[config.mk]
export PLATFORM = sky130hd
export DESIGN_NAME = command_frame_deframer_decoder_flat
export DESIGN_NICKNAME = d
export VERILOG_FILES = /design/src/rtl/cfdd_pkg.sv /design/src/rtl/cfdd_if.sv /design/src/rtl/cfdd_front.sv /design/src/rtl/cfdd_queue.sv /design/src/rtl/cfdd_back.sv /design/src/rtl/command_frame_deframer_decoder.sv /design/src/flat_wrapper.sv
export SDC_FILE = /design/constraint.sdc
export NUM_CORES = 1
export LEC_CHECK = 0
export ABC_AREA = 1
export BUFFER_PORTS_ARGS = -buffer_cell sky130_fd_sc_hd__buf_2
export CORE_MARGIN = 4
export CORE_UTILIZATION = 51
export DETAILED_ROUTE_END_ITERATION = 12
export PLACE_DENSITY = 0.73
export SYNTH_ARGS = -nofsm -noshare
export SYNTH_HDL_FRONTEND = slang
export SYNTH_SLANG_ARGS = --single-unit
export TNS_END_PERCENT = 5
[constraint.sdc]
create_clock -name clk_i -period 2.1 [get_ports clk_i]
set_input_delay 0.105 -clock clk_i [delete_from_list [all_inputs] [get_ports clk_i]]
set_output_delay 0.105 -clock clk_i [all_outputs]
set_load 0.05 [all_outputs]
[src/rtl/cfdd_pkg.sv]
// ----------------------------------------------------------------------------
// cfdd_pkg
// Shared types and constants for the command frame deframer and decoder.
// ----------------------------------------------------------------------------
package cfdd_pkg;

  // Framing bytes
  localparam logic [7:0] StartByte  = 8'h21;
  localparam logic [7:0] EndByte    = 8'h3B;
  localparam logic [7:0] TypeByte   = 8'hC0;
  localparam int unsigned TypeLength = 7;

  // Depth of the queue between deframer and decoder
  localparam int unsigned QueueDepth = 2;

  // Command byte (frame byte 4) bit positions
  localparam int unsigned CtrlBit     = 0;
  localparam int unsigned InteriorBit = 1;
  localparam int unsigned NavBit      = 2;
  localparam int unsigned BattOneBit  = 3;
  localparam int unsigned BattTwoBit  = 4;

  // Battery selection codes
  localparam logic [1:0] BattNone = 2'd0;
  localparam logic [1:0] BattOne  = 2'd1;
  localparam logic [1:0] BattTwo  = 2'd2;

  // Gear codes (frame byte 3, bits 2:0)
  localparam logic [2:0] GearLow     = 3'd1;
  localparam logic [2:0] GearNeutral = 3'd4;
  localparam logic [2:0] GearHigh    = 3'd5;

  // Velocity field (frame byte 3, bits 5:3) and resulting modes
  localparam logic [2:0] VelSelTurtle  = 3'b001;
  localparam logic [2:0] VelSelRabbit  = 3'b010;
  localparam logic [2:0] VelSelLeopard = 3'b100;
  localparam logic [1:0] SpeedTurtle   = 2'd0;
  localparam logic [1:0] SpeedRabbit   = 2'd1;
  localparam logic [1:0] SpeedLeopard  = 2'd2;

  // Frame bytes the decoder needs
  typedef struct packed {
    logic [7:0] byte2;
    logic [7:0] byte3;
    logic [7:0] byte4;
  } cfdd_frame_t;

  // Deframer to queue
  typedef struct packed {
    logic        valid;
    cfdd_frame_t frame;
  } cfdd_push_t;

  // Queue head to decoder
  typedef struct packed {
    logic        valid;
    cfdd_frame_t frame;
  } cfdd_head_t;

  // Decoded result word
  typedef struct packed {
    logic       interior_toggle;
    logic       navigation_toggle;
    logic       battery_one_on;
    logic       battery_two_on;
    logic [1:0] battery_selected;
    logic       battery_changed;
    logic       control_on;
    logic [2:0] gear_now;
    logic       neutral_seen;
    logic [1:0] speed_mode;
    logic       speed_changed;
    logic [7:0] wheel_direction;
  } cfdd_result_t;

endpackage

[src/rtl/cfdd_if.sv]
// ----------------------------------------------------------------------------
// cfdd_if
// Valid/ready channels: received byte stream and decoded result words.
// ----------------------------------------------------------------------------
interface cfdd_byte_if;
  logic       valid;
  logic       ready;
  logic [7:0] rx_byte;

  modport source (output valid, output rx_byte, input ready);
  modport sink   (input valid, input rx_byte, output ready);
endinterface

interface cfdd_result_if;
  import cfdd_pkg::*;
  logic         valid;
  logic         ready;
  cfdd_result_t data;

  modport source (output valid, output data, input ready);
  modport sink   (input valid, input data, output ready);
endinterface

[src/rtl/cfdd_front.sv]
// ----------------------------------------------------------------------------
// cfdd_front
// Deframer: tracks frame position, keeps bytes 2..4 and pushes a closed frame.
// ----------------------------------------------------------------------------
module cfdd_front #(
  parameter int unsigned BufferBytes = 12
) (
  input  logic                clk_i,
  input  logic                rst_ni,
  cfdd_byte_if.sink           rx_i,
  input  logic                full_i,
  output cfdd_pkg::cfdd_push_t push_o
);
  import cfdd_pkg::*;

  localparam int unsigned CntW = $clog2(BufferBytes);

  logic            receiving_q, receiving_d;
  logic [CntW-1:0] count_q, count_d;
  logic            len_ok_q, len_ok_d;
  cfdd_frame_t     frame_q, frame_d;
  logic            accept;

  // Take a word whenever the queue can hold a possible frame
  assign rx_i.ready = !full_i;
  assign accept     = rx_i.valid && rx_i.ready;

  // Frame position tracking
  always_comb begin
    receiving_d  = receiving_q;
    count_d      = count_q;
    len_ok_d     = len_ok_q;
    frame_d      = frame_q;
    push_o.valid = 1'b0;
    push_o.frame = frame_q;
    if (accept) begin
      if (!receiving_q) begin
        if (rx_i.rx_byte == StartByte) begin
          receiving_d = 1'b1;
          count_d     = CntW'(1);
        end
      end else if (rx_i.rx_byte == EndByte && len_ok_q &&
                   count_q == CntW'(TypeLength - 1)) begin
        // end byte at its slot closes the frame
        push_o.valid = 1'b1;
        receiving_d  = 1'b0;
        count_d      = '0;
        len_ok_d     = 1'b0;
      end else begin
        if (count_q == CntW'(1) && rx_i.rx_byte == TypeByte) begin
          len_ok_d = 1'b1;
        end
        if (count_q == CntW'(2)) frame_d.byte2 = rx_i.rx_byte;
        if (count_q == CntW'(3)) frame_d.byte3 = rx_i.rx_byte;
        if (count_q == CntW'(4)) frame_d.byte4 = rx_i.rx_byte;
        if (count_q == CntW'(BufferBytes - 1)) begin
          // overflow: drop the frame
          receiving_d = 1'b0;
          count_d     = '0;
          len_ok_d    = 1'b0;
        end else begin
          count_d = count_q + 1'b1;
        end
      end
    end
  end

  // Control state
  always_ff @(posedge clk_i or negedge rst_ni) begin
    if (!rst_ni) begin
      receiving_q <= 1'b0;
      count_q     <= '0;
      len_ok_q    <= 1'b0;
    end else begin
      receiving_q <= receiving_d;
      count_q     <= count_d;
      len_ok_q    <= len_ok_d;
    end
  end

  // Captured frame bytes
  always_ff @(posedge clk_i) begin
    frame_q <= frame_d;
  end

  // Position count is nonzero exactly while a frame is open
  a_count_tracks_receiving: assert property (@(posedge clk_i) disable iff (!rst_ni)
    receiving_q == (count_q != '0))
    else $error("frame count out of step with receiving flag");

  // Length is known only after the type byte has been stored
  a_len_after_type: assert property (@(posedge clk_i) disable iff (!rst_ni)
    len_ok_q |-> (receiving_q && count_q >= CntW'(2)))
    else $error("frame length set outside an open frame");

endmodule

[src/rtl/cfdd_queue.sv]
// ----------------------------------------------------------------------------
// cfdd_queue
// Short queue of closed frames between deframer and decoder.
// ----------------------------------------------------------------------------
module cfdd_queue (
  input  logic                 clk_i,
  input  logic                 rst_ni,
  input  cfdd_pkg::cfdd_push_t push_i,
  input  logic                 pop_i,
  output logic                 full_o,
  output cfdd_pkg::cfdd_head_t head_o
);
  import cfdd_pkg::*;

  localparam int unsigned PtrW = (QueueDepth > 1) ? $clog2(QueueDepth) : 1;
  localparam int unsigned FillW = $clog2(QueueDepth + 1);

  cfdd_frame_t      mem_q [QueueDepth];
  logic [PtrW-1:0]  wptr_q, wptr_d;
  logic [PtrW-1:0]  rptr_q, rptr_d;
  logic [FillW-1:0] fill_q, fill_d;
  logic             do_push, do_pop;

  assign full_o       = (fill_q == FillW'(QueueDepth));
  assign head_o.valid = (fill_q != '0);
  assign head_o.frame = mem_q[rptr_q];
  assign do_push      = push_i.valid;
  assign do_pop       = pop_i && head_o.valid;

  // Pointer and fill update
  always_comb begin
    wptr_d = wptr_q;
    rptr_d = rptr_q;
    fill_d = fill_q;
    if (do_push) begin
      wptr_d = (wptr_q == PtrW'(QueueDepth - 1)) ? '0 : wptr_q + 1'b1;
    end
    if (do_pop) begin
      rptr_d = (rptr_q == PtrW'(QueueDepth - 1)) ? '0 : rptr_q + 1'b1;
    end
    unique case ({do_push, do_pop})
      2'b10:   fill_d = fill_q + 1'b1;
      2'b01:   fill_d = fill_q - 1'b1;
      default: fill_d = fill_q;
    endcase
  end

  always_ff @(posedge clk_i or negedge rst_ni) begin
    if (!rst_ni) begin
      wptr_q <= '0;
      rptr_q <= '0;
      fill_q <= '0;
    end else begin
      wptr_q <= wptr_d;
      rptr_q <= rptr_d;
      fill_q <= fill_d;
    end
  end

  // Storage
  always_ff @(posedge clk_i) begin
    if (do_push) begin
      mem_q[wptr_q] <= push_i.frame;
    end
  end

  a_no_push_full: assert property (@(posedge clk_i) disable iff (!rst_ni)
    push_i.valid |-> !full_o)
    else $error("frame pushed into a full queue");

  a_fill_bound: assert property (@(posedge clk_i) disable iff (!rst_ni)
    fill_q <= FillW'(QueueDepth))
    else $error("queue fill beyond depth");

endmodule

[src/rtl/cfdd_back.sv]
// ----------------------------------------------------------------------------
// cfdd_back
// Decoder: applies a closed frame to battery, gear and speed state and
// registers the result word.
// ----------------------------------------------------------------------------
module cfdd_back (
  input  logic                 clk_i,
  input  logic                 rst_ni,
  input  cfdd_pkg::cfdd_head_t head_i,
  output logic                 pop_o,
  cfdd_result_if.source        res_o
);
  import cfdd_pkg::*;

  logic         batt_one_q, batt_one_d;
  logic         batt_two_q, batt_two_d;
  logic [1:0]   choice_q, choice_d;
  logic [2:0]   gear_q, gear_d;
  logic [1:0]   speed_q, speed_d;
  logic         out_valid_q;
  cfdd_result_t out_q, out_d;
  logic [7:0]   cmd;
  logic [2:0]   gsel;
  logic [2:0]   vsel;

  assign pop_o       = head_i.valid && (!out_valid_q || res_o.ready);
  assign res_o.valid = out_valid_q;
  assign res_o.data  = out_q;

  assign cmd  = head_i.frame.byte4;
  assign gsel = head_i.frame.byte3[2:0];
  assign vsel = head_i.frame.byte3[5:3];

  // Next state and result for the frame at the queue head
  always_comb begin
    batt_one_d = batt_one_q;
    batt_two_d = batt_two_q;
    choice_d   = choice_q;
    gear_d     = gear_q;
    speed_d    = speed_q;
    out_d      = out_q;

    // battery one request is handled before battery two
    if (cmd[BattOneBit]) begin
      if (!batt_one_d) begin
        batt_two_d = 1'b0;
        batt_one_d = 1'b1;
        choice_d   = BattOne;
      end else begin
        batt_one_d = 1'b0;
        choice_d   = BattNone;
      end
    end
    if (cmd[BattTwoBit]) begin
      if (!batt_two_d) begin
        batt_one_d = 1'b0;
        batt_two_d = 1'b1;
        choice_d   = BattTwo;
      end else begin
        batt_two_d = 1'b0;
        choice_d   = BattNone;
      end
    end

    // gear only moves while control is taken
    if (cmd[CtrlBit] && gsel >= GearLow && gsel <= GearHigh) begin
      gear_d = gsel;
    end

    out_d.speed_changed = 1'b1;
    priority if (vsel == VelSelTurtle) begin
      speed_d = SpeedTurtle;
    end else if (vsel == VelSelRabbit) begin
      speed_d = SpeedRabbit;
    end else if (vsel == VelSelLeopard) begin
      speed_d = SpeedLeopard;
    end else begin
      out_d.speed_changed = 1'b0;
    end

    out_d.interior_toggle   = cmd[InteriorBit];
    out_d.navigation_toggle = cmd[NavBit];
    out_d.battery_one_on    = batt_one_d;
    out_d.battery_two_on    = batt_two_d;
    out_d.battery_selected  = choice_d;
    out_d.battery_changed   = cmd[BattOneBit] || cmd[BattTwoBit];
    out_d.control_on        = cmd[CtrlBit];
    out_d.gear_now          = gear_d;
    out_d.neutral_seen      = (gsel == GearNeutral);
    out_d.speed_mode        = speed_d;
    out_d.wheel_direction   = head_i.frame.byte2;
  end

  // Decoder state and output word valid
  always_ff @(posedge clk_i or negedge rst_ni) begin
    if (!rst_ni) begin
      batt_one_q  <= 1'b0;
      batt_two_q  <= 1'b0;
      choice_q    <= BattNone;
      gear_q      <= '0;
      speed_q     <= SpeedTurtle;
      out_valid_q <= 1'b0;
    end else begin
      if (pop_o) begin
        batt_one_q <= batt_one_d;
        batt_two_q <= batt_two_d;
        choice_q   <= choice_d;
        gear_q     <= gear_d;
        speed_q    <= speed_d;
      end
      if (pop_o) begin
        out_valid_q <= 1'b1;
      end else if (res_o.ready) begin
        out_valid_q <= 1'b0;
      end
    end
  end

  // Output word
  always_ff @(posedge clk_i) begin
    if (pop_o) begin
      out_q <= out_d;
    end
  end

  // A new word shows up only after a frame left the queue
  a_word_from_pop: assert property (@(posedge clk_i) disable iff (!rst_ni)
    $rose(out_valid_q) |-> $past(pop_o))
    else $error("result word without a decoded frame");

endmodule

[src/rtl/command_frame_deframer_decoder.sv]
// ----------------------------------------------------------------------------
// command_frame_deframer_decoder
// Result path: a closed frame is queued; the decoder registers its word on pop.
// Throughput: one received byte per cycle; input stalls only while the
// two-entry frame queue is full behind a stalled result word.
// Reset: asynchronous, active low; clears framing, queue, battery, gear and
// speed state. No clearing pass is needed.
// ----------------------------------------------------------------------------
module command_frame_deframer_decoder #(
  parameter int unsigned BufferBytes = 12
) (
  input  logic           clk_i,
  input  logic           rst_ni,
  cfdd_byte_if.sink      rx_i,
  cfdd_result_if.source  res_o
);
  import cfdd_pkg::*;

  cfdd_push_t push;
  cfdd_head_t head;
  logic       full;
  logic       pop;

  // Front: deframer
  cfdd_front #(
    .BufferBytes(BufferBytes)
  ) u_front (
    .clk_i  (clk_i),
    .rst_ni (rst_ni),
    .rx_i   (rx_i),
    .full_i (full),
    .push_o (push)
  );

  // Frame queue
  cfdd_queue u_queue (
    .clk_i  (clk_i),
    .rst_ni (rst_ni),
    .push_i (push),
    .pop_i  (pop),
    .full_o (full),
    .head_o (head)
  );

  // Back: decoder
  cfdd_back u_back (
    .clk_i  (clk_i),
    .rst_ni (rst_ni),
    .head_i (head),
    .pop_o  (pop),
    .res_o  (res_o)
  );

endmodule
[src/flat_wrapper.sv]
// flat-port wrapper written by rule: the top's interface ports become plain ports
module command_frame_deframer_decoder_flat import cfdd_pkg::*;
#(
  parameter int unsigned BufferBytes = 12
)
  (clk_i, rst_ni, rx_i_valid, rx_i_rx_byte, rx_i_ready, res_o_valid, res_o_data, res_o_ready);
  cfdd_byte_if rx_i_i ();
  cfdd_result_if res_o_i ();
  input  logic clk_i;
  input  logic rst_ni;
  input wire logic [$bits(rx_i_i.valid)-1:0] rx_i_valid;
  input wire logic [$bits(rx_i_i.rx_byte)-1:0] rx_i_rx_byte;
  output wire logic [$bits(rx_i_i.ready)-1:0] rx_i_ready;
  output wire logic [$bits(res_o_i.valid)-1:0] res_o_valid;
  output wire logic [$bits(res_o_i.data)-1:0] res_o_data;
  input wire logic [$bits(res_o_i.ready)-1:0] res_o_ready;
  assign rx_i_i.valid = rx_i_valid;
  assign rx_i_i.rx_byte = rx_i_rx_byte;
  assign rx_i_ready = rx_i_i.ready;
  assign res_o_valid = res_o_i.valid;
  assign res_o_data = res_o_i.data;
  assign res_o_i.ready = res_o_ready;
  command_frame_deframer_decoder #(.BufferBytes(BufferBytes)) u_core (.clk_i(clk_i), .rst_ni(rst_ni), .rx_i(rx_i_i), .res_o(res_o_i));
endmodule
==> results of run 1 <==
==> final cells by class <==
class / count / area share
Clock buffer: 9 / 0.0268
Clock inverter: 7 / 0.0146
Inverter: 33 / 0.0273
Multi-Input combinational cell: 195 / 0.211
Sequential cell: 100 / 0.628
Tap cell: 102 / 0.0276
Timing Repair Buffer: 47 / 0.0649
==> per-stage QoR <==
stage                     std cells  hold WS, ns
after global routing            493     0.000646
after global placement          472       0.0886
after detailed placement        472       0.0966
after CTS                       493       0.0130
after floorplan                 333       -0.191
final                           493       0.0311
==> flip-flops by register name, indices dropped and copies added, names as in the netlist, 2 cells and up <==
register                  flops
u_core.u_back.gear_q          3
u_core.u_back.choice_q        2
u_core.u_queue.mem_q         38
u_core.u_back.res_o.data     23
u_core.u_back.speed_q         2
u_core.u_front.push_o        19
u_core.u_queue.fill_q         2
u_core.u_front.count_q        4
==> worst max-delay path, stage by stage, from the launching register on <==
cell and delay [ns]:
dfrtp_2 0.45, inv_1 0.10, ha_1 0.19, nand4_1 0.12
nor2_2 0.14, nand3_2 0.16, ha_4 0.26, a21oi_1 0.12
o21ai_0 0.13, xor2_1 0.16
==> cell usage after synthesis (2+ instances only) <==
| cell | count |
|---|---|
| o21ai_2 | 3 |
| nor2_2 | 3 |
| nand2_1 | 106 |
| nand3_2 | 2 |
| o21ai_0 | 11 |
| edfxtp_1 | 80 |
| xor2_1 | 4 |
| clkbuf_1 | 2 |
| nor3_1 | 2 |
| inv_1 | 28 |
| nand2_2 | 11 |
| inv_2 | 3 |
| nor2_1 | 19 |
| dfrtp_1 | 20 |
| ha_1 | 5 |
| a21oi_2 | 3 |
| nand3_1 | 16 |
| nand4_1 | 2 |
==> routing by layer <==
layer	part of all wire	global-route usage	up-vias
met5	0	0	-
met4	0.010	0.0691	0
met3	0.042	0.0353	6
met2	0.53	0.263	47
met1	0.42	0.175	1133
li1	-	-	1210
==> logic make-up (layout without fill, tap and decap cells) <==
logic type,Yosys count,count (layout),share of synthesized area
mux,1,1,0.00249
xor+xnor,5,5,0.0109
fa+ha+maj,5,5,0.0156
compound gates,20,20,0.0317
flops,100,100,0.722
simple gates,164,164,0.175
buf+inv,38,96,0.0423
==> worst paths after layout <==
path / from / endpoint / slack, ns / depth (start not counted)
setup reg to reg: u_core.u_front.count_q[0] / u_core.u_queue.fill_q[1] / 0.14 / 9
hold reg to reg: u_core.u_front.push_o[0] / u_core.u_queue.mem_q[0][0] / 0.45 / 0
setup / recovery: u_core.u_front.count_q[0] / u_core.u_queue.fill_q[1] / 0.14 / 9
hold / removal: rx_i_rx_byte[5] / u_core.u_front.push_o[21] / 0.03 / 1
max in group asynchronous: rst_ni / u_core.u_front.count_q[0] / 1.50 / 2
min in group asynchronous: rst_ni / u_core.u_back.gear_q[1] / 0.23 / 2
==> timing repair <==
| item | in CTS | in global routing |
|---|---|---|
| setup endpoints to repair | 0 | 1 |
| endpoints found under the hold margin | 25 | 0 |
| hold buffers | 5 | 0 |
| resized for setup | 0 | 3 |
==> where the power goes <==
group / leakage [nW] / internal [mW] / switching, mW / total [mW]
registers: 0.982 / 2.66 / 0.200 / 2.86
clock network: 0.0997 / 0.464 / 0.687 / 1.15
logic: 0.838 / 0.620 / 1.88 / 2.50
==> impl_metrics.json, run 1 <==
{
  "seq_area_um2": 2900,
  "crit_arrival_ns": 2.20,
  "initial_utilization": 0.523,
  "num_antenna_cells": 0,
  "synth_seq_cells": 100,
  "grt_pass1_vias": 2400,
  "vias": 2396,
  "std_cell_rows": 32,
  "period_share": 0.935,
  "dieArea_um2": 9370,
  "yosysTopAreaCell": "edfxtp_1",
  "core_area_um2": 7690,
  "hold_viol": 0,
  "die_y_um": 96.8,
  "async_reset_ff_frac": 0.200,
  "status": "finished, final reports clean",
  "cts-buffers-inserted": 9,
  "dpl.hpwl_um": 4320,
  "rsz0062_at_grt": "no",
  "fillers": 631,
  "vias_per_cell": 4.86,
  "p_total_mw": 6.51,
  "ys.flop_type": "edfxtp_1",
  "fin_crit_ns": 1.96,
  "worst_slew_pin_slew_ns": 0.490,
  "clock_path_buffers": 2,
  "synth-edff-count": 80,
  "cts_max_level": 3,
  "yosysUniqueCellTypes": 31,
  "crit_fanout": 6,
  "endpoint_kind": "flip-flop",
  "cp.required_ns": 2.34,
  "cts.clk_slew.worst_paths_ns": 0.10,
  "final_common_cell": "nand2_1",
  "portBuffers": 36,
  "worst_slack_ns": 0.136,
  "postRouteAntennaNets": 0,
  "dieWidth_um": 96.8,
  "wire_per_inst_um": 13.3,
  "yosys-top-cells-area": "edfxtp_1 60%, dfrtp_1 12%, nand2_1 9.9%, inv_1 2.6%, nand3_1 2.0%",
  "relSlewSlack": 0.673,
  "area_delta_synth_final_pct": 15.0,
  "multi_input_area_um2": 976,
  "critPathLaunchType": "flip-flop",
  "setup_viol": 0,
  "power_leakage_nw": 1.92,
  "grt_max_degree": 36,
  "dpl_cell_area_um2": 4370,
  "clock-sinks": 100,
  "design_area_um2": 4630,
  "yosys_warnings": 0,
  "syn_avg_cell_area_um2": 12.1,
  "final_net_count": 403,
  "antenna_found_initial": 0,
  "ir_drop_uv": 1070,
  "fin_setup_tns_ns": 0,
  "cellPowerDensity_nw_per_um2": 1410,
  "synth_seq_area_share": 0.722,
  "cts_root_buf": "clkbuf_8",
  "clkLatencyLatePin_ns": 0.36,
  "layout_common_cells": "106 x nand2_1, 80 x edfxtp_1, 36 x buf_2",
  "slew_violations": 0,
  "ios": 37,
  "drt-initial-drc-count": 101,
  "preCtsSetupSlack_ns": 0.0893,
  "tritoncts": "yes",
  "crit_type": "reg2reg",
  "yosysTopAreaCellShare": 0.597,
  "grt_pass1_wl_um": 11200,
  "utilization": 0.602,
  "worstHoldPathType": "in2reg",
  "syn_area_um2": 4020,
  "cts_setup_buffers": 0,
  "finalWeightedCongestion": 0.869,
  "synthCells": 333,
  "timing.fmax_mhz": 509,
  "grt_overflow_total": 0,
  "first_pass_iters": 6,
  "synth_fp_nets": 350,
  "skew_ns": 0.0124,
  "drive_gt1_frac": 0.230,
  "routed_wl_um": 6540,
  "grt_usage": 0.151,
  "post-route-drc-count": 0,
  "drv_cap": 0
}
No activity file was read; power rests on OpenSTA's default activity.
==> run 2, diff against run 1 <==
--- a/config.mk
+++ b/config.mk
@@ -10,8 +10,9 @@
 export CORE_MARGIN = 4
 export CORE_UTILIZATION = 51
 export DETAILED_ROUTE_END_ITERATION = 12
-export PLACE_DENSITY = 0.73
+export PLACE_DENSITY = 0.72
 export SYNTH_ARGS = -nofsm -noshare
 export SYNTH_HDL_FRONTEND = slang
+export SYNTH_HIERARCHICAL = 1
 export SYNTH_SLANG_ARGS = --single-unit
 export TNS_END_PERCENT = 5
==> impl_metrics.json, run 2 <==
{
  "layout_common_cells": "116 x nand2_1, 80 x edfxtp_1, 37 x inv_1",
  "final_common_cell": "nand2_1",
  "core_area_um2": 7730,
  "r2r_setup_slack_ns": 0.17,
  "dieArea_um2": 9470,
  "tritoncts": "yes",
  "drt-initial-drc-count": 100,
  "synthCells": 344,
  "critical-path-top-delay-family": "simple AND/OR/NAND/NOR gates",
  "dr_wl_met3_um": 264,
  "rsz0062_at_grt": "no",
  "grt_pass1_vias": 2415,
  "status": "finished, final reports clean",
  "clkLatencyLatePin_ns": 0.36,
  "cts_root_buf": "clkbuf_8",
  "skew_ns": 0.0105,
  "routed.top_layer": "met4",
  "period_share": 0.919,
  "timing.fmax_mhz": 518,
  "grt_usage": 0.148,
  "endpoint_kind": "flip-flop",
  "reg2reg_from": "u_core/u_front/count_q[0]",
  "p_switching_uw": 942,
  "syn_avg_cell_area_um2": 11.8,
  "ir_drop_uv": 654,
  "grt_pass1_wl_um": 11000,
  "worst_slew_pin_slew_ns": 0.484,
  "relSlewSlack": 0.677,
  "cts_max_level": 3,
  "swShare": 0.250,
  "largest_reg_flops": 38,
  "slew_violations": 0,
  "crit_type": "reg2reg",
  "syn_area_um2": 4070,
  "r2r_end": "u_core/u_queue/fill_q[1]",
  "dieWidth_um": 97.3,
  "cts-buffers-inserted": 9,
  "multi_input_area_um2": 941,
  "clock-sinks": 100,
  "slowest_stage": "dfrtp_1",
  "dpl.hpwl_um": 4590,
  "hold_depth": 1,
  "initial_utilization": 0.526,
  "vias": 2427,
  "finalWeightedCongestion": 0.886,
  "vias_per_cell": 4.77,
  "routed_wl_um": 6490,
  "ios": 37,
  "min_from": "rx_i_rx_byte[0]",
  "wl_met2_um": 3440,
  "hold_path_end": "u_core/u_front/push_o[16]",
  "seq_area_um2": 2900,
  "power_leakage_nw": 2.02,
  "crit_fanout": 4,
  "setup_viol": 0,
  "portBuffers": 36,
  "crit_path_max_incr_delay_ns": 0.42,
  "crit_arrival_ns": 2.18,
  "pwr-share-seq": 0.608,
  "critPathLaunchType": "flip-flop",
  "synth_fp_nets": 361,
  "cts.clk_slew.worst_paths_ns": 0.09,
  "post-route-drc-count": 0,
  "power.internal_mw": 2.82,
  "drive_gt1_frac": 0.221,
  "antenna_found_initial": 0,
  "first_pass_iters": 4,
  "cellPowerDensity_nw_per_um2": 804,
  "pwr-share-clk": 0.295,
  "clock_path_buffers": 2,
  "path_cells": "inv_1 > ha_1 > nand2_1 > nor2_2 > nand3_4 > nor2_4 > inv_1 > ha_1 > inv_1 > nand3_1 > nand2_1 > nand2_1",
  "die_y_um": 97.3,
  "cp.required_ns": 2.35,
  "critPathBufInv": 3,
  "drv_cap": 0,
  "fillers": 612,
  "wl_met1_um": 2690,
  "grt_overflow_total": 0,
  "final_net_count": 419,
  "hold_viol": 0,
  "fin_setup_tns_ns": 0,
  "grt_max_degree": 34,
  "num_antenna_cells": 0,
  "yosys_warnings": 6,
  "fin_crit_ns": 1.93,
  "utilization": 0.606,
  "comb_power_share": 0.097,
  "postRouteAntennaNets": 0,
  "area_delta_synth_final_pct": 15.1,
  "wire_per_inst_um": 12.8,
  "worstHoldPathType": "in2reg",
  "regMostFlops": "u_core/u_queue/mem_q",
  "std_cell_rows": 32,
  "reg2reg_depth": 12
}
run 2: how the worst max path moves through the flow:
| stage | start | to | slack, ns | depth (start not counted) |
|---|---|---|---|---|
| 6_report | u_core/u_front/count_q[0] | u_core/u_queue/fill_q[1] | 0.17 | 12 |
| 5_1_grt | u_core/u_front/count_q[0] | u_core/u_queue/fill_q[1] | 0.006 | 12 |
| 4_1_cts | u_core/u_front/count_q[0] | u_core/u_queue/fill_q[1] | 0.06 | 12 |
| 3_5_place_dp | u_core/u_front/count_q[0] | u_core/u_queue/fill_q[1] | 0.07 | 12 |
| 3_3_place_gp | u_core/u_front/count_q[0] | u_core/u_queue/fill_q[1] | 0.15 | 12 |
| 2_1_floorplan | u_core/u_queue/fill_q[1] | u_core/u_front/push_o[16] | 0.10 | 5 |
run 2: power groups by stage:
| stage | sequential, mW | combinational [mW] | clock, mW |
|---|---|---|---|
| floorplan | 2.31 | 0.250 | 0 |
| detailed placement | 2.34 | 0.351 | 0 |
| CTS | 2.29 | 0.363 | 1.16 |
| global placement | 2.33 | 0.355 | 0 |
| finish | 2.29 | 0.365 | 1.11 |
| global route | 2.30 | 0.419 | 1.24 |
run 2: cell type report:
type                       count  share of cell area
sequential                   100               0.620
clock inverter                 6             0.00989
timing repair buffer          53              0.0759
clock buffer                  10              0.0294
multi-input combinational    196               0.201
inverter                      42              0.0364
tap                          102              0.0273
run 2: repair_timing:
item | 4_1_cts | 5_1_grt
buffers inserted | 0 | 0
hold buffers | 7 | 2
gates resized for setup | 0 | 2
endpoints found under the hold margin | 31 | 5
setup endpoints to repair | 0 | 1
run 2: metal layers:
| layer | track usage | vias to the layer above |
|---|---|---|
| met1 | 0.161 | 1136 |
| li1 | - | 1237 |
| met4 | 0.0543 | 0 |
| met5 | 0 | - |
| met3 | 0.0459 | 8 |
| met2 | 0.270 | 46 |
run 2: per-stage QoR:
| stage | power (mW) | instance area [um2] | hold WS, ns | worst slack (ns) | instances |
|---|---|---|---|---|---|
| floorplan | 2.56 | 4070 | -0.191 | 0.102 | 344 |
| global placement | 2.69 | 4400 | 0.0950 | 0.154 | 484 |
| detailed placement | 2.69 | 4400 | 0.112 | 0.0704 | 484 |
| CTS | 3.81 | 4650 | 0.000504 | 0.0552 | 507 |
| global route | 3.96 | 4680 | 0.0172 | 0.00569 | 509 |
| finish | 3.77 | 4680 | 0.0412 | 0.169 | 509 |
==> run 3, diff against run 2 <==
--- a/config.mk
+++ b/config.mk
@@ -7,10 +7,10 @@
 export LEC_CHECK = 0
 export ABC_AREA = 1
 export BUFFER_PORTS_ARGS = -buffer_cell sky130_fd_sc_hd__buf_2
-export CORE_MARGIN = 4
 export CORE_UTILIZATION = 51
 export DETAILED_ROUTE_END_ITERATION = 12
 export PLACE_DENSITY = 0.72
+export REMOVE_ABC_BUFFERS = 1
 export SYNTH_ARGS = -nofsm -noshare
 export SYNTH_HDL_FRONTEND = slang
 export SYNTH_HIERARCHICAL = 1
==> impl_metrics.json, run 3 (synthesized netlist as in run 2, its figures left out) <==
{
  "status": "finished, final reports clean",
  "cellPowerDensity_nw_per_um2": 826,
  "hold_viol": 0,
  "rsz0062_at_grt": "no",
  "crit_arrival_ns": 2.23,
  "regMostFlops": "u_core/u_queue/mem_q",
  "hold_path_end": "u_core/u_front/push_o[0]",
  "wire_per_inst_um": 12.3,
  "grt_overflow_total": 0,
  "period_share": 0.941,
  "fin_crit_ns": 1.98,
  "first_pass_iters": 4,
  "cts.clk_slew.worst_paths_ns": 0.09,
  "ir_drop_uv": 458,
  "postRouteAntennaNets": 0,
  "clock_path_buffers": 2,
  "portBuffers": 36,
  "slew_violations": 0,
  "std_cell_rows": 32,
  "wl_met1_um": 2660,
  "layout_common_cells": "116 x nand2_1, 80 x edfxtp_1, 37 x inv_1",
  "dieArea_um2": 8330,
  "power_leakage_nw": 2.02,
  "drv_cap": 0,
  "num_antenna_cells": 0,
  "drt-initial-drc-count": 126,
  "routed_wl_um": 6220,
  "worst_slew_pin_slew_ns": 0.485,
  "hold_depth": 1,
  "ios": 37,
  "crit_type": "reg2reg",
  "cp.required_ns": 2.35,
  "grt_usage": 0.161,
  "reg2reg_from": "u_core/u_front/count_q[0]",
  "initial_utilization": 0.526,
  "dr_wl_met3_um": 306,
  "core_area_um2": 7730,
  "vias_per_cell": 4.81,
  "min_from": "rx_i_rx_byte[0]",
  "cts-buffers-inserted": 9,
  "fillers": 618,
  "routed.top_layer": "met4",
  "r2r_end": "u_core/u_queue/fill_q[1]",
  "grt_max_degree": 34,
  "critPathLaunchType": "flip-flop",
  "endpoint_kind": "flip-flop",
  "grt_pass1_vias": 2250,
  "grt_pass1_wl_um": 10100,
  "crit_fanout": 6,
  "area_delta_synth_final_pct": 14.6,
  "vias": 2441,
  "die_y_um": 91.3,
  "largest_reg_flops": 38,
  "timing.fmax_mhz": 506,
  "skew_ns": 0.0160,
  "dpl.hpwl_um": 4300,
  "fin_setup_tns_ns": 0,
  "r2r_setup_slack_ns": 0.12,
  "clock-sinks": 100,
  "reg2reg_depth": 12,
  "drive_gt1_frac": 0.210,
  "tritoncts": "yes",
  "worstHoldPathType": "in2reg",
  "setup_viol": 0,
  "clkLatencyLatePin_ns": 0.36,
  "cts_max_level": 3,
  "relSlewSlack": 0.677,
  "cts_root_buf": "clkbuf_8",
  "dieWidth_um": 91.3,
  "holdWs_ns": 0.0273,
  "wl_met2_um": 3150,
  "post-route-drc-count": 0,
  "finalWeightedCongestion": 0.853,
  "final_net_count": 417,
  "antenna_found_initial": 0,
  "final_common_cell": "nand2_1"
}
run 3: cell count changes in the layout (fill, tap and decap cells not counted), sizes merged:
cell         previous run  this run
buf                    44        43
bufinv                  0         1
clkbuf                 10         9
clkinvlp                2         1
dlygate4sd3             9         8
inv                    44        45
run 3: final cells by class:
type	count	area, um2	share of cell area
clock buffers	9	124	0.0266
multi-input cells	196	926	0.199
flip-flops and latches	100	2900	0.623
inverters	42	170	0.0365
repair buffers	51	338	0.0725
well taps	102	128	0.0274
clock inverters	7	71.3	0.0153
run 3: metrics by stage:
| stage | power, mW | instance area, um2 | util | instances | worst slack (ns) |
|---|---|---|---|---|---|
| finish | 3.85 | 4660 | 0.603 | 507 | 0.124 |
| global route | 4.01 | 4660 | 0.603 | 507 | 0.0319 |
| CTS | 3.89 | 4650 | 0.602 | 506 | 0.133 |
| detailed placement | 2.68 | 4380 | 0.567 | 483 | 0.147 |
| global placement | 2.67 | 4380 | 0.567 | 483 | 0.213 |
| floorplan | 2.56 | 4000 | - | 338 | -0.336 |
run 3: where the power goes:
part,leakage [nW],total [mW],switching (mW),internal [mW]
combinational,0.931,0.361,0.227,0.134
sequential,0.991,2.29,0.0706,2.22
clock,0.0957,1.20,0.644,0.556
run 3: what timing repair did:
| item | 4_1_cts | 5_1_grt |
|---|---|---|
| hold buffers | 7 | 1 |
| endpoints found under the hold margin | 33 | 2 |
| buffers inserted | 0 | 0 |
| resized for setup | 0 | 0 |
run 3: worst max path at each step:
stage	to	slack (ns)	cells after the start	start
floorplan	u_core/u_queue/mem_q[0][0]	-0.34	8	u_core/u_front/count_q[0]
global placement	u_core/u_queue/mem_q[0][18]	0.21	9	u_core/u_front/count_q[0]
detailed placement	u_core/u_queue/fill_q[1]	0.15	12	u_core/u_front/count_q[0]
CTS	u_core/u_queue/mem_q[0][10]	0.13	9	u_core/u_front/count_q[0]
global route	u_core/u_queue/mem_q[0][10]	0.03	9	u_core/u_front/count_q[0]
finish	u_core/u_queue/fill_q[1]	0.12	12	u_core/u_front/count_q[0]
run 3: worst max-delay path, stage by stage, from the launching register on:
cell     delay (ns)
dfrtp_1        0.42
inv_1          0.15
ha_1           0.18
nand2_1        0.07
nor2_2         0.12
nand3_4        0.13
nor2_1         0.15
inv_1          0.08
ha_1           0.32
inv_1          0.09
nand3_1        0.07
nand2_1        0.06
nand2_1        0.05
run 3: routing by layer:
| layer | track usage | vias to the layer above |
|---|---|---|
| li1 | - | 1237 |
| met1 | 0.194 | 1130 |
| met2 | 0.275 | 63 |
| met3 | 0.0327 | 11 |
| met4 | 0.0833 | 0 |
| met5 | 0 | - |
